[src/hw/rtl/slep_pkg.sv]
// Shared types and constants for the start/command/length/end frame parser.
// Holds the controller/datapath command and status structs and the event codes.
// No dependencies.
package slep_pkg;

  // Default largest payload a frame may carry
  localparam int unsigned PAY_LIMIT_DEF = 32;

  // Configuration bus geometry
  localparam int unsigned APB_AW = 4;
  localparam int unsigned APB_DW = 32;

  // Output stream geometry
  localparam int unsigned OUT_TDATA_W = 128;
  localparam int unsigned OUT_TUSER_W = 3;

  // Register map, word index
  typedef enum logic [1:0] {
    REG_START_BYTE = 2'd0,
    REG_END_BYTE   = 2'd1,
    REG_WRITE_CMD  = 2'd2,
    REG_READ_CMD   = 2'd3
  } reg_idx_e;

  // Per-request event codes
  typedef enum logic [2:0] {
    EV_OK   = 3'd0,
    EV_DROP = 3'd1,
    EV_CMD  = 3'd2,
    EV_LEN  = 3'd3,
    EV_EOF  = 3'd4,
    EV_GOOD = 3'd5
  } ev_e;

  // Controller states: five parse phases plus payload readout
  typedef enum logic [2:0] {
    PH_SOF = 3'd0,
    PH_CMD = 3'd1,
    PH_LEN = 3'd2,
    PH_PAY = 3'd3,
    PH_EOF = 3'd4,
    PH_RD  = 3'd5,
    PH_LD  = 3'd6
  } phase_e;

  // Configuration registers
  typedef struct packed {
    logic [7:0] start_byte;
    logic [7:0] end_byte;
    logic [7:0] write_command;
    logic [7:0] read_command;
  } cfg_t;

  // Datapath -> controller
  typedef struct packed {
    logic is_start;
    logic is_cmd;
    logic len_big;
    logic len_zero;
    logic fill_done;
    logic is_end;
    logic held_empty;
    logic rd_last;
    logic out_free;
  } status_t;

  // Controller -> datapath
  typedef struct packed {
    logic load_one;
    ev_e  ev;
    logic load_empty;
    logic load_pay;
    logic hold_cmd;
    logic take_len;
    logic clr_frame;
    logic fill_clr;
    logic store_pay;
    logic inc_drop;
    logic inc_ok;
    logic inc_err;
    logic rd_start;
    logic rd_en;
    logic rd_adv;
  } cmd_t;

endpackage

[src/hw/rtl/slep_regs.sv]
// Configuration register file behind an APB-style port.
// Depends on slep_pkg for the register map and the cfg_t struct.
module slep_regs (
  input  logic                                clk_i,
  input  logic                                rst_ni,
  input  logic                                psel,
  input  logic                                penable,
  input  logic                                pwrite,
  input  logic [slep_pkg::APB_AW-1:0]         paddr,
  input  logic [slep_pkg::APB_DW-1:0]         pwdata,
  output logic [slep_pkg::APB_DW-1:0]         prdata,
  output logic                                pready,
  output slep_pkg::cfg_t                      cfg_o
);
  import slep_pkg::*;

  cfg_t     cfg_q, cfg_d;
  reg_idx_e idx;
  logic     wr_en;

  assign pready = 1'b1;
  assign idx    = reg_idx_e'(paddr[3:2]);
  assign wr_en  = psel && penable && pwrite && pready;
  assign cfg_o  = cfg_q;

  // Write decode
  always_comb begin
    cfg_d = cfg_q;
    if (wr_en) begin
      unique case (idx)
        REG_START_BYTE: cfg_d.start_byte    = pwdata[7:0];
        REG_END_BYTE:   cfg_d.end_byte      = pwdata[7:0];
        REG_WRITE_CMD:  cfg_d.write_command = pwdata[7:0];
        REG_READ_CMD:   cfg_d.read_command  = pwdata[7:0];
        default:        cfg_d               = cfg_q;
      endcase
    end
  end

  always_ff @(posedge clk_i or negedge rst_ni) begin
    if (!rst_ni) begin
      cfg_q.start_byte    <= 8'hA5;
      cfg_q.end_byte      <= 8'h5A;
      cfg_q.write_command <= 8'h01;
      cfg_q.read_command  <= 8'h02;
    end else begin
      cfg_q <= cfg_d;
    end
  end

  // Read mux
  always_comb begin
    unique case (idx)
      REG_START_BYTE: prdata = APB_DW'(cfg_q.start_byte);
      REG_END_BYTE:   prdata = APB_DW'(cfg_q.end_byte);
      REG_WRITE_CMD:  prdata = APB_DW'(cfg_q.write_command);
      REG_READ_CMD:   prdata = APB_DW'(cfg_q.read_command);
      default:        prdata = '0;
    endcase
  end

endmodule

[src/hw/rtl/slep_ctrl.sv]
// Parser controller: frame phase state machine and payload readout sequencer.
// Depends on slep_pkg for phase_e, status_t and cmd_t.
module slep_ctrl (
  input  logic              clk_i,
  input  logic              rst_ni,
  input  logic              s_tvalid_i,
  output logic              s_tready_o,
  input  slep_pkg::status_t status_i,
  output slep_pkg::cmd_t    cmd_o
);
  import slep_pkg::*;

  phase_e state_q, state_d;
  logic   parsing;
  logic   acc;

  // Requests are taken only in the parse phases, with room in the output register
  assign parsing    = (state_q != PH_RD) && (state_q != PH_LD);
  assign s_tready_o = parsing && status_i.out_free;
  assign acc        = s_tvalid_i && s_tready_o;

  always_ff @(posedge clk_i or negedge rst_ni) begin
    if (!rst_ni) begin
      state_q <= PH_SOF;
    end else begin
      state_q <= state_d;
    end
  end

  // Next state
  always_comb begin
    state_d = state_q;
    unique case (state_q)
      PH_SOF: begin
        if (acc && status_i.is_start) state_d = PH_CMD;
      end
      PH_CMD: begin
        if (acc) begin
          if (status_i.is_cmd)        state_d = PH_LEN;
          else if (status_i.is_start) state_d = PH_CMD;
          else                        state_d = PH_SOF;
        end
      end
      PH_LEN: begin
        if (acc) begin
          if (status_i.len_big)       state_d = status_i.is_start ? PH_CMD : PH_SOF;
          else if (status_i.len_zero) state_d = PH_EOF;
          else                        state_d = PH_PAY;
        end
      end
      PH_PAY: begin
        if (acc && status_i.fill_done) state_d = PH_EOF;
      end
      PH_EOF: begin
        if (acc) begin
          if (!status_i.is_end)         state_d = status_i.is_start ? PH_CMD : PH_SOF;
          else if (status_i.held_empty) state_d = PH_SOF;
          else                          state_d = PH_RD;
        end
      end
      PH_RD: begin
        state_d = PH_LD;
      end
      PH_LD: begin
        if (status_i.out_free) state_d = status_i.rd_last ? PH_SOF : PH_RD;
      end
      default: state_d = PH_SOF;
    endcase
  end

  // Datapath commands
  always_comb begin
    cmd_o    = '0;
    cmd_o.ev = EV_OK;
    unique case (state_q)
      PH_SOF: begin
        if (acc) begin
          cmd_o.load_one = 1'b1;
          if (!status_i.is_start) begin
            cmd_o.ev       = EV_DROP;
            cmd_o.inc_drop = 1'b1;
          end
        end
      end
      PH_CMD: begin
        if (acc) begin
          cmd_o.load_one = 1'b1;
          if (status_i.is_cmd) begin
            cmd_o.hold_cmd = 1'b1;
          end else begin
            cmd_o.ev        = EV_CMD;
            cmd_o.inc_err   = 1'b1;
            cmd_o.clr_frame = 1'b1;
          end
        end
      end
      PH_LEN: begin
        if (acc) begin
          cmd_o.load_one = 1'b1;
          cmd_o.take_len = 1'b1;
          if (status_i.len_big) begin
            cmd_o.ev        = EV_LEN;
            cmd_o.inc_err   = 1'b1;
            cmd_o.clr_frame = 1'b1;
          end else begin
            cmd_o.fill_clr = 1'b1;
          end
        end
      end
      PH_PAY: begin
        if (acc) begin
          cmd_o.load_one  = 1'b1;
          cmd_o.store_pay = 1'b1;
        end
      end
      PH_EOF: begin
        if (acc) begin
          if (!status_i.is_end) begin
            cmd_o.load_one  = 1'b1;
            cmd_o.ev        = EV_EOF;
            cmd_o.inc_err   = 1'b1;
            cmd_o.clr_frame = 1'b1;
          end else if (status_i.held_empty) begin
            cmd_o.inc_ok     = 1'b1;
            cmd_o.load_empty = 1'b1;
            cmd_o.clr_frame  = 1'b1;
          end else begin
            cmd_o.inc_ok   = 1'b1;
            cmd_o.rd_start = 1'b1;
          end
        end
      end
      PH_RD: begin
        cmd_o.rd_en = 1'b1;
      end
      PH_LD: begin
        if (status_i.out_free) begin
          cmd_o.load_pay = 1'b1;
          if (status_i.rd_last) cmd_o.clr_frame = 1'b1;
          else                  cmd_o.rd_adv    = 1'b1;
        end
      end
      default: cmd_o.clr_frame = 1'b1;
    endcase
  end

endmodule

[src/hw/rtl/slep_dp.sv]
// Parser datapath: frame fields, payload memory, event counters, output register.
// Depends on slep_pkg; driven by slep_ctrl through cmd_t and reports status_t.
module slep_dp #(
  parameter int unsigned PAY_LIMIT = slep_pkg::PAY_LIMIT_DEF
) (
  input  logic                                 clk_i,
  input  logic                                 rst_ni,
  input  slep_pkg::cfg_t                       cfg_i,
  input  logic [7:0]                           rx_byte_i,
  input  slep_pkg::cmd_t                       cmd_i,
  output slep_pkg::status_t                    status_o,
  output logic                                 m_tvalid_o,
  input  logic                                 m_tready_i,
  output logic [slep_pkg::OUT_TDATA_W-1:0]     m_tdata_o,
  output logic [slep_pkg::OUT_TUSER_W-1:0]     m_tuser_o,
  output logic                                 m_tlast_o
);
  import slep_pkg::*;

  localparam int unsigned AW = (PAY_LIMIT > 1) ? $clog2(PAY_LIMIT) : 1;
  localparam int unsigned FW = $clog2(PAY_LIMIT + 1);

  // Frame fields
  logic [7:0]    held_cmd_q;
  logic [7:0]    held_len_q;
  logic [FW-1:0] fill_q;
  logic [AW-1:0] rd_idx_q;
  logic [7:0]    rd_data_q;
  logic [7:0]    rd_idx8;

  // Payload memory
  logic [7:0] mem [PAY_LIMIT];

  // Counters
  logic [15:0] drop_q, ok_q, err_q, cerr_q, lerr_q, eerr_q;
  logic [15:0] drop_d, ok_d, err_d, cerr_d, lerr_d, eerr_d;

  // Output register
  logic        out_valid_q;
  ev_e         out_ev_q;
  logic [7:0]  out_cmd_q;
  logic [5:0]  out_len_q;
  logic [7:0]  out_pb_q;
  logic [4:0]  out_pi_q;
  logic        out_last_q;
  logic [15:0] out_drop_q, out_ok_q, out_err_q, out_cerr_q, out_lerr_q, out_eerr_q;
  logic        load;

  assign rd_idx8 = 8'(rd_idx_q);

  // Status toward the controller
  always_comb begin
    status_o.is_start   = (rx_byte_i == cfg_i.start_byte);
    status_o.is_cmd     = (rx_byte_i == cfg_i.write_command) ||
                          (rx_byte_i == cfg_i.read_command);
    status_o.len_big    = (rx_byte_i > 8'(PAY_LIMIT));
    status_o.len_zero   = (rx_byte_i == 8'd0);
    status_o.fill_done  = ((8'(fill_q) + 8'd1) >= held_len_q);
    status_o.is_end     = (rx_byte_i == cfg_i.end_byte);
    status_o.held_empty = (held_len_q == 8'd0);
    status_o.rd_last    = ((rd_idx8 + 8'd1) == held_len_q);
    status_o.out_free   = !out_valid_q || m_tready_i;
  end

  // Frame field registers; a frame clear wins over a capture
  always_ff @(posedge clk_i or negedge rst_ni) begin
    if (!rst_ni) begin
      held_cmd_q <= '0;
      held_len_q <= '0;
      fill_q     <= '0;
      rd_idx_q   <= '0;
    end else begin
      if (cmd_i.clr_frame) begin
        held_cmd_q <= '0;
        held_len_q <= '0;
        fill_q     <= '0;
      end else begin
        if (cmd_i.hold_cmd) held_cmd_q <= rx_byte_i;
        if (cmd_i.take_len) held_len_q <= rx_byte_i;
        if (cmd_i.fill_clr)       fill_q <= '0;
        else if (cmd_i.store_pay) fill_q <= fill_q + FW'(1);
      end
      if (cmd_i.rd_start)    rd_idx_q <= '0;
      else if (cmd_i.rd_adv) rd_idx_q <= rd_idx_q + AW'(1);
    end
  end

  // Payload memory: one write port, one registered read port
  always_ff @(posedge clk_i) begin
    if (cmd_i.store_pay) mem[fill_q[AW-1:0]] <= rx_byte_i;
    if (cmd_i.rd_en)     rd_data_q <= mem[rd_idx_q];
  end

  // Counter updates, all wrap at 16 bits
  always_comb begin
    drop_d = drop_q;
    ok_d   = ok_q;
    err_d  = err_q;
    cerr_d = cerr_q;
    lerr_d = lerr_q;
    eerr_d = eerr_q;
    if (cmd_i.inc_drop) drop_d = drop_q + 16'd1;
    if (cmd_i.inc_ok)   ok_d   = ok_q + 16'd1;
    if (cmd_i.inc_err) begin
      err_d = err_q + 16'd1;
      if (cmd_i.ev == EV_CMD) cerr_d = cerr_q + 16'd1;
      if (cmd_i.ev == EV_LEN) lerr_d = lerr_q + 16'd1;
      if (cmd_i.ev == EV_EOF) eerr_d = eerr_q + 16'd1;
    end
  end

  always_ff @(posedge clk_i or negedge rst_ni) begin
    if (!rst_ni) begin
      drop_q <= '0;
      ok_q   <= '0;
      err_q  <= '0;
      cerr_q <= '0;
      lerr_q <= '0;
      eerr_q <= '0;
    end else begin
      drop_q <= drop_d;
      ok_q   <= ok_d;
      err_q  <= err_d;
      cerr_q <= cerr_d;
      lerr_q <= lerr_d;
      eerr_q <= eerr_d;
    end
  end

  assign load = cmd_i.load_one || cmd_i.load_empty || cmd_i.load_pay;

  // Output valid flag
  always_ff @(posedge clk_i or negedge rst_ni) begin
    if (!rst_ni) begin
      out_valid_q <= 1'b0;
    end else if (load) begin
      out_valid_q <= 1'b1;
    end else if (m_tready_i) begin
      out_valid_q <= 1'b0;
    end
  end

  // Output payload; counters are taken after this request's update
  always_ff @(posedge clk_i) begin
    if (load) begin
      priority if (cmd_i.load_pay) begin
        out_ev_q   <= EV_GOOD;
        out_cmd_q  <= held_cmd_q;
        out_len_q  <= held_len_q[5:0];
        out_pb_q   <= rd_data_q;
        out_pi_q   <= rd_idx8[4:0];
        out_last_q <= status_o.rd_last;
      end else if (cmd_i.load_empty) begin
        out_ev_q   <= EV_GOOD;
        out_cmd_q  <= held_cmd_q;
        out_len_q  <= '0;
        out_pb_q   <= '0;
        out_pi_q   <= '0;
        out_last_q <= 1'b1;
      end else begin
        out_ev_q   <= cmd_i.ev;
        out_cmd_q  <= '0;
        out_len_q  <= '0;
        out_pb_q   <= '0;
        out_pi_q   <= '0;
        out_last_q <= 1'b1;
      end
      out_drop_q <= drop_d;
      out_ok_q   <= ok_d;
      out_err_q  <= err_d;
      out_cerr_q <= cerr_d;
      out_lerr_q <= lerr_d;
      out_eerr_q <= eerr_d;
    end
  end

  assign m_tvalid_o = out_valid_q;
  assign m_tlast_o  = out_last_q;
  assign m_tuser_o  = out_ev_q;
  assign m_tdata_o  = {5'd0, out_eerr_q, out_lerr_q, out_cerr_q, out_err_q, out_ok_q,
                       out_drop_q, out_pi_q, out_pb_q, out_len_q, out_cmd_q};

endmodule

[src/hw/rtl/sof_len_eof_frame_parser_unit.sv]
// Top level of the start/command/length/payload/end frame parser.
// Depends on slep_pkg, slep_regs, slep_ctrl and slep_dp.

// The parser takes one received byte per request on the slave stream and
// returns a status result for it on the master stream: the event code in
// tuser and the frame fields plus the six running 16-bit counters in tdata.
// A byte that does not end a good frame gives one result in the cycle after
// it is taken, so ordinary bytes flow at one per cycle while the consumer
// keeps up. The end byte of a good frame with n payload bytes replays the
// payload from the internal payload memory, one result per byte, tlast on
// the final one; each byte is read from the registered port in PH_RD, loaded
// in PH_LD, and no byte is taken until the readout ends. An empty frame gives
// one result. The four marker and command bytes sit in APB registers at byte
// addresses 0, 4, 8 and 12; the user must write them only while idle (not enforced).
module sof_len_eof_frame_parser_unit #(
  parameter int unsigned PAY_LIMIT = slep_pkg::PAY_LIMIT_DEF
) (
  input  logic                                 clk_i,
  input  logic                                 rst_ni,
  // Configuration port
  input  logic                                 psel,
  input  logic                                 penable,
  input  logic                                 pwrite,
  input  logic [slep_pkg::APB_AW-1:0]          paddr,
  input  logic [slep_pkg::APB_DW-1:0]          pwdata,
  output logic [slep_pkg::APB_DW-1:0]          prdata,
  output logic                                 pready,
  // Received bytes
  input  logic                                 s_axis_tvalid,
  output logic                                 s_axis_tready,
  input  logic [7:0]                           s_axis_tdata,  // rx_byte[7:0]
  // Results
  output logic                                 m_axis_tvalid,
  input  logic                                 m_axis_tready,
  // frame_cmd[7:0], frame_len[13:8], payload_byte[21:14], payload_index[26:22],
  // dropped_bytes[42:27], good_frames[58:43], bad_frames[74:59],
  // bad_cmd_frames[90:75], bad_len_frames[106:91], bad_eof_frames[122:107], zero pad
  output logic [slep_pkg::OUT_TDATA_W-1:0]     m_axis_tdata,
  output logic [slep_pkg::OUT_TUSER_W-1:0]     m_axis_tuser,  // event_res[2:0]
  output logic                                 m_axis_tlast   // last
);
  import slep_pkg::*;

  cfg_t    cfg;
  status_t status;
  cmd_t    cmd;

  // Configuration registers
  slep_regs u_regs (
    .clk_i   (clk_i),
    .rst_ni  (rst_ni),
    .psel    (psel),
    .penable (penable),
    .pwrite  (pwrite),
    .paddr   (paddr),
    .pwdata  (pwdata),
    .prdata  (prdata),
    .pready  (pready),
    .cfg_o   (cfg)
  );

  // Phase controller
  slep_ctrl u_ctrl (
    .clk_i      (clk_i),
    .rst_ni     (rst_ni),
    .s_tvalid_i (s_axis_tvalid),
    .s_tready_o (s_axis_tready),
    .status_i   (status),
    .cmd_o      (cmd)
  );

  // Datapath
  slep_dp #(
    .PAY_LIMIT (PAY_LIMIT)
  ) u_dp (
    .clk_i      (clk_i),
    .rst_ni     (rst_ni),
    .cfg_i      (cfg),
    .rx_byte_i  (s_axis_tdata),
    .cmd_i      (cmd),
    .status_o   (status),
    .m_tvalid_o (m_axis_tvalid),
    .m_tready_i (m_axis_tready),
    .m_tdata_o  (m_axis_tdata),
    .m_tuser_o  (m_axis_tuser),
    .m_tlast_o  (m_axis_tlast)
  );

endmodule

[config.mk]
export PLATFORM = sky130hd
export DESIGN_NAME = sof_len_eof_frame_parser_unit
export DESIGN_NICKNAME = d
export VERILOG_FILES = /design/src/hw/rtl/slep_pkg.sv /design/src/hw/rtl/slep_regs.sv /design/src/hw/rtl/slep_ctrl.sv /design/src/hw/rtl/slep_dp.sv /design/src/hw/rtl/sof_len_eof_frame_parser_unit.sv
export SDC_FILE = /design/constraint.sdc
export NUM_CORES = 1
export LEC_CHECK = 0
export BUFFER_PORTS_ARGS = -buffer_cell sky130_fd_sc_hd__buf_2
export CAP_MARGIN = 10
export CORE_MARGIN = 8
export CORE_UTILIZATION = 64
export CTS_CLUSTER_SIZE = 20
export DETAILED_ROUTE_END_ITERATION = 10
export PLACE_DENSITY = 0.85
export SETUP_SLACK_MARGIN = 0.4
export SLEW_MARGIN = 20
export SYNTH_ARGS = -nofsm -noshare
export SYNTH_HDL_FRONTEND = slang
export SYNTH_SLANG_ARGS = --single-unit
[constraint.sdc]
create_clock -name clk_i -period 20.2 [get_ports clk_i]
set_input_delay 2.02 -clock clk_i [delete_from_list [all_inputs] [get_ports clk_i]]
set_output_delay 2.02 -clock clk_i [all_outputs]
set_load 0.05 [all_outputs]
; ---- Yosys cells after proc, flatten, opt, wreduce, memory -nomap -nowiden
; Memory sizes are Yosys's and may differ from the RTL's. A register that Yosys moved wholly into a read port is not among the register bits.
; Index checks and enable logic that the tools add are counted.
[totals]
ff_bits = 286
mem_bits_rw = 256
in_bits = 51
out_inout_bits = 167
word_cells = 181
mem_count = 1
[op_classes]
addsub = 10
order_cmp = 2
n_eq_ne = 25
mux = 87
reduce_logical = 28
[memory_table]
columns = memory, depth, word_bits, rd, rd_ports_with_merged_regs, wr, line
row1 = u_dp.mem, 32, 8, 1, 1, 1, slep_dp.sv:32  ; logic [7:0] mem [PAY_LIMIT];
[ops]
columns = operator, count
row1 = $mux 16, 9
row2 = $pmux 32 s4, 1
row3 = $add 16x1->16 const B, 6
row4 = $mux 8, 6
row5 = $mux 3, 14
row6 = $eq 8x8->1, 5
row7 = $mux 1, 40
row8 = $pmux 3 s7, 1
row9 = $mux 6, 3
row10 = $logic_not 8->1, 2
row11 = $mux 4, 4
row12 = $mux 5, 3
row13 = $eq 3x2->1 const B, 4
row14 = $eq 3x3->1 const B, 4
row15 = $ne 2x1->1 const B, 6
row16 = $pmux 3 s4, 1
row17 = $pmux 1 s5, 2
row18 = $ge 8x8->1, 1
row19 = $gt 8x6->1 const B, 1
row20 = $reduce_and 2->1, 4
row21 = $reduce_bool 2->1, 4
row22 = $add 6x1->7 const B, 1
row23 = $logic_and 1x1->1, 7
row24 = $add 5x1->6 const B, 1
row25 = 16 further kinds, 22

; ---- Longest topological paths before layout
; Gate-level depths: netlist of the first run.
[logic_depth]
depth_word = 9
mapped_depth = 9
mapped_depth_nobuf = 9

; ---- Cells and area by module
; A second synthesis of the first run with hierarchy kept.
[hier_totals]
hier_cells = 1439
area_unflattened_um2 = 22698.0
[by_module_without_submodules]
columns = module, n_inst, cells_each, area_each_um2, seq_area_each_um2
row1 = slep_dp, 1, 1246, 20482.1, 14844.2
row2 = slep_regs, 1, 107, 1637.8, 813.3
row3 = slep_ctrl, 1, 86, 578.1, 75.1

; ---- Worst setup path before layout of the first run
; Ideal clock, no wire load.
[synth_path]
path_type = in2reg
from = in s_axis_tdata[7]
to = reg u_dp.out_last_q (netlist: u_dp.m_tlast_o) (enable)
setup_time_ns = 0.788
arrival_time_ns = 11.672
t_required_ns = 19.412
setup_slack_ns = 7.740
cell_stages = 7
path_buffers = 1
cell_sequence = buf_2 > xnor2_1 > nand4_1 > nor2_1 > nor2_1 > nor2_1 > o21ai_0
[synth_between]
elab_chain_cells = 6
elab_cells_between_ends = 8
cone_classes = eq/ne: 1 / mux: 5 / reduce/logical: 2
[synth_rtl]
columns = element, line
row1 = from (decl), sof_len_eof_frame_parser_unit.sv:31  ; input logic [7:0] s_axis_tdata,
row2 = $eq 8x8->1 (*), slep_dp.sv:59  ; status_o.is_end = (rx_byte_i == cfg_i.end_byte);
row3 = $mux 4 / $mux 1 (equally long branches), slep_ctrl.sv:118  ; if (!status_i.is_end) begin
row4 = $mux 5 (*), slep_ctrl.sv:117  ; if (acc) begin
row5 = $pmux 1 s5 / $mux 1 (equally long branches), slep_ctrl.sv:75  ; unique case (state_q)
row6 = $logic_or 1x1->1 (*) (2 in series), slep_dp.sv:130  ; assign load = cmd_i.load_one || cmd_i.load_empty || cmd_i.load_pay;
row7 = via u_dp.load, slep_dp.sv:47  ; logic load;
row8 = to (signal assigned), slep_dp.sv:152  ; out_last_q <= status_o.rd_last;
row9 = to (decl), slep_dp.sv:45  ; logic out_last_q;
; Mark *: on every way through the listed nets, which the timed path passes. The rest lies on a longest branch.
; A chain may end at the register's enable or synchronous reset.

; ---- Worst setup path in the final report of the first run
[layout_path]
from = in s_axis_tdata[0]
to = reg u_dp.out_ok_q[14] (enable)
[layout_between]
elab_chain_cells = 6
elab_cells_between_ends = 8
cone_classes = eq/ne: 1 / mux: 5 / reduce/logical: 2
[layout_rtl]
columns = element, line
row1 = $eq 8x8->1 (*), slep_dp.sv:59
row2 = $mux 4 / $mux 1 (equally long branches), slep_ctrl.sv:118
row3 = $mux 5 (*), slep_ctrl.sv:117
row4 = $pmux 1 s5 / $mux 1 (equally long branches), slep_ctrl.sv:75
row5 = $logic_or 1x1->1 (*) (2 in series), slep_dp.sv:130
row6 = via u_dp.load, slep_dp.sv:47
row7 = to (signal assigned), slep_dp.sv:169  ; out_ok_q <= ok_d;
row8 = to (decl), slep_dp.sv:46  ; logic [15:0] out_drop_q, out_ok_q, out_err_q, out_cerr_q, out_lerr_q, out_eerr_q;
; Marks and branches as above.

==> results of run 1 <==
==> how the worst max path moves through the flow <==
stage	cells after the start	from	endpoint	slack, ns
final	8	s_axis_tdata[0]	u_dp.out_ok_q[14]	14.66
after global routing	8	s_axis_tdata[7]	u_dp.out_err_q[2]	14.41
after CTS	8	s_axis_tdata[7]	u_dp.out_lerr_q[4]	14.49
after detailed placement	8	s_axis_tdata[7]	u_dp.out_ok_q[15]	13.85
after global placement	8	s_axis_tdata[7]	u_dp.out_ok_q[14]	13.99
after floorplan	7	s_axis_tdata[7]	u_dp.m_tlast_o	7.74
==> cell type report <==
type	count	share of cell area, %
Clock buffer	78	5.824
Clock inverter	18	0.6536
Tap cell	461	2.266
Timing Repair Buffer	178	3.740
Sequential cell	550	61.81
Inverter	29	0.4276
Multi-Input combinational cell	729	25.28
==> power by group through the flow <==
stage / registers, mW / logic [mW] / clock network [mW]
2_1_floorplan: 1.69 / 0.438 / 0
3_3_place_gp: 1.46 / 0.827 / 0
3_5_place_dp: 1.47 / 0.844 / 0
4_1_cts: 1.45 / 0.853 / 0.965
5_1_grt: 1.46 / 0.898 / 1.00
6_report: 1.45 / 0.853 / 0.950
==> state kept, by name, indices dropped and copies added (netlist names), 6 cells and up <==
signal,count
u_dp.cerr_q,16
u_dp.held_len_q,8
u_dp.rd_data_q,8
u_dp.out_ok_q,16
u_dp.fill_q,6
u_dp.eerr_q,16
u_dp.mem,256
u_dp.held_cmd_q,8
u_regs.cfg_o,32
u_dp.ok_q,16
u_dp.out_eerr_q,16
u_dp.drop_q,16
u_dp.out_cmd_q,8
u_dp.lerr_q,16
u_dp.out_pb_q,8
u_dp.err_q,16
u_dp.out_err_q,16
u_dp.out_drop_q,16
u_dp.out_len_q,6
u_dp.out_lerr_q,16
u_dp.out_cerr_q,16
==> logic make-up (layout without fill, tap and decap cells) <==
logic type / count (synthesis) / after routing / synth area share, %
buf+inv: 108 / 303 / 2.572
compound gates: 58 / 58 / 2.063
simple gates: 336 / 336 / 7.695
mux: 144 / 144 / 11.50
other cells: 2 / 30 / 0.03320
flops: 550 / 550 / 69.56
fa+ha+maj: 19 / 19 / 1.084
xor+xnor: 142 / 142 / 5.499
==> layout by cell type, fill, tap and decap left out, types with 18 or more instances in the layout <==
master	netlist	routed
inv_1	28	28
xnor2_1	85	85
xor2_1	57	57
and3_1	28	28
clkbuf_1	18	21
nor3_1	22	22
nor2_1	100	100
nand3_1	38	38
buf_2	21	160
edfxtp_1	391	391
conb_1	2	30
nand4_1	32	32
mux2_2	45	45
dfrtp_1	149	147
nand2_1	46	46
clkbuf_16	0	55
ha_1	18	18
mux4_2	88	88
==> routing by layer <==
metal  wire [um]  vias to the layer above  share of wire [%]
met5          23                        -              0.047
met2       25380                      603                 52
met4        1049                        4                2.1
li1            -                     5426                  -
met1       18350                     6382                 37
met3        4165                       86                8.5
==> impl.org, run 1 <==
** Status
- Status :: completed

** Setup path
- Setup slack of the most critical reg-to-reg path :: 16.27 ns
- Max stage delay on crit path :: 0.76 ns
- Slowest stage cell, crit path :: buf_4
- Highest net fanout along the worst path :: 66
- Crit start category :: input port
- CP Cell Sequence :: buf_2 -> xnor2_1 -> nand4_1 -> nor3_4 -> a21oi_1 -> o21ai_4 -> buf_4 -> buf_4
- Measured in cells, the most critical reg-to-reg path has a length of 7.
- The setup path with the least slack is of type input port to flop.
- Data on the critical path is required at its endpoint by 20.41 ns.
- Startpoint of the worst register-to-register path :: u_ctrl.state_q[0]
- Largest delay contributor family on the critical path :: buffers and inverters
- Data arrival at the endpoint of the critical path :: 5.76 ns
- The worst register-to-register path ends at u_dp.out_ok_q[14].
- Number of buffer and inverter instances along the worst setup path :: 3
- Most frequent cell on the critical path :: buf_4
- Critical Path Sink Type :: flop

** STA
- After layout, the worst setup slack is 14.66 ns.
- Number of failing hold endpoints at the final stage :: 0
- For the pin with the worst max-slew slack, the measured transition is 1.210 ns.
- For the finished layout, the period the worst path requires is 5.543 ns.
- For the final database, setup skew stands at 0.02684 ns.
- Summed over all failing endpoints, the final setup total negative slack is 0 ns.
- Static timing analysis puts the maximum clock frequency at 0.1804 GHz.
- In this run the tightest slew margin relative to its limit is 19.32%.
- Setup repair after global routing left no endpoint under its margin.
- The final number of max-transition violations came to 0.
- Post-Route Hold Slack :: 0.4733 ns
- Final period utilization :: 27.44%
- Final Setup Violations :: 0

** Place
- Placer's final routability congestion estimate :: 0.8703
- Post-placement worst setup slack :: 13.85 ns
- Placed Cells incl. Taps :: 1945
- Placed instance area :: 23780 um^2
- In this run the tool buffered the top-level ports with 161 buffer cells.
- DPL Wire Length :: 30740 um

** Pwr
- Switch share :: 33.07%
- Cell internal power was estimated by the tool at 2.178 mW.
- Net switching component of the power :: 1.076 mW
- Worst IR drop on VDD :: 0.1113 mV
- Power density over the cells :: 127.8 nW/um^2
- Clock network fraction of total power :: 29.2%
- Of the total power, registers draw 44.6%.
- The design draws 3.254 mW.
- Share of power burned in combinational logic :: 26.2%
- Leakage dissipation :: 9.510 nW

** Logic synthesis
- Number of enable-type register cells in the synthesized netlist :: 391
- In this run, synthesis produced a sequential element count of 550.
- During synthesis, Yosys emitted a total of 0 warnings.
- The synthesized design spends more area on one cell type than any other, namely edfxtp_1.
- For this run, asynchronously set or reset flops after synthesis account for 28.91%.
- Area of the mapped netlist :: 22620 um^2
- Most frequently used cell type in the post-synthesis netlist :: edfxtp_1
- For this run, the leading register cell type out of synthesis is edfxtp_1.
- Syn Area/Cell :: 16.64 um^2
- Dominant cells by area after synthesis :: edfxtp_1 52%, dfrtp_1 16%, mux4_2 8.8%
- Synthesis produced 1359 cells.
- Post-synthesis cell type count :: 68
- The synthesized design devotes to its leading area cell type 51.91% of total area.
- Proportion of synthesized chip area in sequential cells :: 69.56%
- Counting instances in the post-synthesis netlist gives the leading cell types as 391 x edfxtp_1, 149 x dfrtp_1, 100 x nor2_1.

** Floorplan
- Effective utilization at floorplan :: 64.21%
- Measured along the x axis, the die boundary spans 204.0 um.
- Die span in y :: 204.0 um
- The floorplan step defined a die boundary enclosing 41610 um^2.
- Number of top-level design ports :: 218
- Core Rows :: 69
- Placeable core region :: 35220 um^2

** Layout
- The repair_antennas step left the layout with diodes totalling 0.
- The layout has 2058 filler cells.
- After routing the design area is 25460 um^2.
- After the flow finishes, the layout carries non-filler instances totaling 2043.
- Measured on the finished design, the core utilization comes to 72.28%.
- Area growth syn-to-layout :: 12.56%
- The multi-input combinational cells in the finished layout cover a total of 6435 um^2.
- In the final layout, the share of cells above drive strength 1 is 26.11%.
- The sequential cells in the finished layout cover a total of 15740 um^2.
- After the last flow step, the layout net total stands at 1611.

** Job
- Number of maximum-capacitance violations :: 0

** CTS
- CTS tree :: done
- Num Clock Sinks :: 550
- The root buffer cell chosen for the clock tree is clkbuf_16.
- CTS H-Tree Depth :: 2
- After clock tree synthesis, the clock-pin slew on the worst setup and hold paths is 0.06 ns.
- Gates resized during post-CTS repair numbered 0.
- Clock buffers created by TritonCTS :: 53
- Latest clock arrival within the worst-skew pair :: 0.59 ns
- Number of buffers on the longest clock path :: 3
- In this run the post-CTS setup repair buffer count came out at 0.
- In this run, post-CTS hold repair placed 0 buffers.

** Detailed routing
- The detail route stage leaves a number of antenna-violating nets equal to 0.
- For this block, the initial DRC count from the detailed router was 1040.
- In the routed design, unresolved DRC markers number 0.
- Using the TritonRoute via totals, the vias-per-cell ratio works out to 6.119.
- Vias :: 12500
- Detailed-router iteration count before antenna repair :: 7
- Routed wire length :: 48980 um
- Routed wire length per instance :: 23.97 um

** Min path
- Startpoint of the lowest-slack hold path :: u_dp.cerr_q[15]
- Destination of the worst hold path :: u_dp.cerr_q[15]
- Worst hold path cell count :: 1
- Type of the most critical hold path :: flop to flop

** Global routing
- Global routing consumed, on the met3 layer, 4.882% of the routing resources.
- Grt peak-use layer :: met2
- Entering global routing, the biggest net connects 98 pins.
- Overflow left after global routing :: 0
- The first global-routing pass estimated 74950 um of wire.
- Met2 usage :: 40.61%
- For this run, the total global-route usage over all layers was measured as 23.39%.
- The initial antenna violation count came to 2.
- The number of global-route vias before repair was 12970.
- Met1 GRT Util :: 29.45%
Power figures use the tool's default switching activity.
==> run 2: changes to the inputs <==
--- a/config.mk
+++ b/config.mk
@@ -8,10 +8,10 @@
 export BUFFER_PORTS_ARGS = -buffer_cell sky130_fd_sc_hd__buf_2
 export CAP_MARGIN = 10
 export CORE_MARGIN = 8
-export CORE_UTILIZATION = 64
+export CORE_UTILIZATION = 59
 export CTS_CLUSTER_SIZE = 20
 export DETAILED_ROUTE_END_ITERATION = 10
-export PLACE_DENSITY = 0.85
+export PLACE_DENSITY = 0.79
 export SETUP_SLACK_MARGIN = 0.4
 export SLEW_MARGIN = 20
 export SYNTH_ARGS = -nofsm -noshare
==> constraint.sdc (replaced) <==
create_clock -name clk_i -period 5.4 [get_ports clk_i]
set_input_delay 0.54 -clock clk_i [delete_from_list [all_inputs] [get_ports clk_i]]
set_output_delay 0.54 -clock clk_i [all_outputs]
set_load 0.05 [all_outputs]
==> run 2 against run 1 <==
Effect of this change:
- sequential share of layout area down 0.50 points
- count of clock-buffer cells in the layout increased by 5
- utilization fell by 4.3 points
- global-route usage is 2.2 points lower
- combinational power grew to 3.7 times the previous value
- die area is 7.8% higher
- register-to-register slack got worse by 14 ns
- sequential power grew to 3.8 times the previous value
- non-clock buffer count is 1 higher
- clock power increased to 3.9 times the previous value
- highest routed layer unchanged
- largest cell class unchanged
- first-iteration DRC count rose by 9.9%
- worst setup slack worse by 13 ns
==> impl.org, run 2 (synthesized netlist as in run 1, its figures left out) <==
** STA
- Fin Clk Skew :: 0.01465 ns (-0.01219 ns)
- The transition at the pin with the smallest max-transition slack was 1.016 ns (-0.1940 ns).
- The final critical path takes up 66.75% of the cycle.
- The worst max-slew margin expressed relative to the limit came to 32.06% (+13 points).
- Max frequency :: 0.2774 GHz
- Max-slew violation total from the final report :: 0 (unchanged)
- The post-route worst hold slack came to 0.2292 ns (-0.2441 ns).
- The setup TNS was 0 ns (unchanged).
- RSZ-0062 raised after global routing :: false
- The final setup violation count came to 0 (unchanged).
- Min Tclk post-route :: 3.604 ns
- Number of failing hold endpoints at the final stage :: 0 (unchanged)

** Pwr
- The switching power was 3.997 mW (+270%).
- The total power after layout is 12.32 mW (+280%).
- The worst vdd rail ir drop is 0.3508 mV (+220%).
- The switching fraction of total power came to 32.43% (-0.64 points).
- Clock network fraction of total power :: 30.5% (+1.3 points)
- Leakage dissipation :: 9.579 nW (+0.73%)
- Share of power burned in combinational logic :: 25.4% (-0.8 points)
- The part of the total power dissipated in sequential elements is 44.1% (-0.5 points).
- Power density over the cells :: 480.1 nW/um^2 (+280%)
- The cell internal power dissipation is 8.326 mW (+280%).

** Min path
- Type of the most critical hold path :: input port to flop

** Layout
- The number of inserted filler cells in the final layout is 2450 (+19%).
- The count of non-filler cells in the finished layout was 2098 (+2.7%).
- The ratio of cells with drive above 1 in the final layout came to 26.53% (+0.42 points).
- Post-layout util :: 67.98% (-4.3 points)
- Top library cells by usage in the layout, fill and taps aside :: 391 x edfxtp_1, 160 x buf_2, 146 x dfrtp_1
- The flip-flop count of the largest register, all copies and words added is 256 (unchanged).
- Antenna Diode Count :: 0 (unchanged)
- The area growth from synthesis to layout is 13.48%.
- Net count, final :: 1613 (+0.12%)
- Leading cell type in the layout, fill and taps excluded :: edfxtp_1

** Place
- The number of instances in the placed design is 1997 (+2.7%).
- Total of buffers placed on input and output ports :: 161 (unchanged)
- The final weighted congestion of routability-driven global placement was 0.8719 (+0.18%).
- The total half-perimeter wirelength after legalization and detailed placement is 30490 um (-0.81%).

** Setup path
- By startpoint and endpoint, the worst setup path is classified as input port to flop.
- Data required time of the worst path :: 5.62 ns (-14.79 ns)
- Crit start category :: input port
- The largest driver fanout on the critical path came to 101 (+53%).
- The arrival time at the worst endpoint is 3.83 ns (-1.93 ns).
- STA classifies the critical path endpoint as a flop.

** Global routing
- The number of global-route vias before repair is 12610 (-2.8%).
- The total routing usage reported by global routing came to 21.17% (-2.2 points).
- Largest net degree at the start of global routing :: 102 (+4.1%)
- Initial antenna violation count :: 1 (-1)
- The wire length of the first global-routing pass came to 72960 um (-2.7%).
- Overflow left after global routing :: 0 (unchanged)

** Floorplan
- Effective utilization at floorplan :: 59.91% (-4.3 points)
- Die span in y :: 211.8 um (+3.8%)
- Core Rows :: 71 (+2.9%)
- Placeable core region :: 37760 um^2 (+7.2%)
- Die width :: 211.8 um (+3.8%)
- Number of top-level design ports :: 218 (unchanged)
- The full die area came to 44860 um^2 (+7.8%).

** CTS
- The clock-pin slew on the worst setup and hold paths came to 0.06 ns (about the same).
- Buffer cell driving the clock tree root :: clkbuf_16
- Clock buffers created by TritonCTS :: 54 (+1.9%)
- The clock insertion delay at the later pin of the skew report was 0.59 ns (about the same).
- The sink count of the clock tree came to 550 (unchanged).
- TritonCTS built the clock tree.
- CTS H-Tree Depth :: 2 (unchanged)
- The worst-case clock buffer depth came to 3 (unchanged).

** Detailed routing
- The remaining antenna violation count after routing was 0 (unchanged).
- Detailed-router iteration count before antenna repair :: 5 (-2)
- The detailed-route DRC error count came to 0 (unchanged).
- Via density :: 5.857 (-4.3%)
- Iteration-0 DRC Markers :: 1143 (+9.9%)
- The total wire length after detailed routing was 47160 um (-3.7%).
- The routed wirelength normalized by instance count was 22.48 um (-6.2%).
- The detailed-route via count came to 12290 (-1.7%).

** Status
- The run finished with clean final reports.

** Job
- Number of maximum-capacitance violations :: 0 (unchanged)
run 2: critical path, stage by stage:
cell and delay, ns:
buf_2 0.64, xnor2_1 0.19, nand4_1 0.42, nor3_4 0.55, a21oi_1 0.41, o21ai_4 0.46
buf_12 0.45
run 2: layout make-up:
type | count | area, um^2 | area share [%]
well taps | 511 | 639.4 | 2.491
multi-input cells | 729 | 6426 | 25.04
flip-flops and latches | 550 | 15740 | 61.32
inverters | 29 | 108.9 | 0.4241
repair buffers | 179 | 962.2 | 3.749
clock inverters | 17 | 186.4 | 0.7263
clock buffers | 83 | 1605 | 6.254
run 2: power groups by stage:
stage          clock network, mW  registers [mW]  logic (mW)
5_1_grt                     3.98            5.50        3.32
6_report                    3.75            5.44        3.13
4_1_cts                     3.82            5.44        3.16
3_3_place_gp                   0            5.51        3.09
2_1_floorplan                  0            6.24        1.65
3_5_place_dp                   0            5.52        3.14
run 2: layer usage:
layer | share of wire, % | vias up | GRT usage, % | routed length [um]
met5 | 0.023 | - | 0 | 11
met4 | 2.7 | 2 | 6.758 | 1288
met3 | 8.3 | 82 | 4.688 | 3901
met2 | 49 | 492 | 34.42 | 23020
met1 | 40 | 6262 | 28.44 | 18940
li1 | - | 5450 | - | -
run 2: stage by stage:
stage	setup WS [ns]	cell area [um^2]
floorplan	1.572	22730
global placement	1.327	23860
detailed placement	1.185	23860
CTS	1.824	25670
global route	1.613	25670
finish	1.796	25670
run 2: worst paths after layout:
kind / startpoint / to / slack [ns] / depth (start not counted)
setup / recovery: s_axis_tdata[4] / u_dp.out_len_q[2] / 1.80 / 7
setup reg to reg: u_regs.cfg_o[20] / u_dp.out_len_q[2] / 1.92 / 6
hold / removal: pwdata[7] / u_regs.cfg_o[31] / 0.23 / 2
max in group asynchronous: rst_ni / u_dp.eerr_q[1] / 3.79 / 3
hold reg to reg: u_dp.ok_q[15] / u_dp.ok_q[15] / 0.46 / 1
min in group asynchronous: rst_ni / u_dp.err_q[11] / 0.40 / 2
run 2: what timing repair did:
item	4_1_cts	5_1_grt
endpoints found under the hold margin	26	0
setup endpoints to repair	0	0
hold buffers	1	0
buffers inserted	0	0
gates resized for setup	0	0
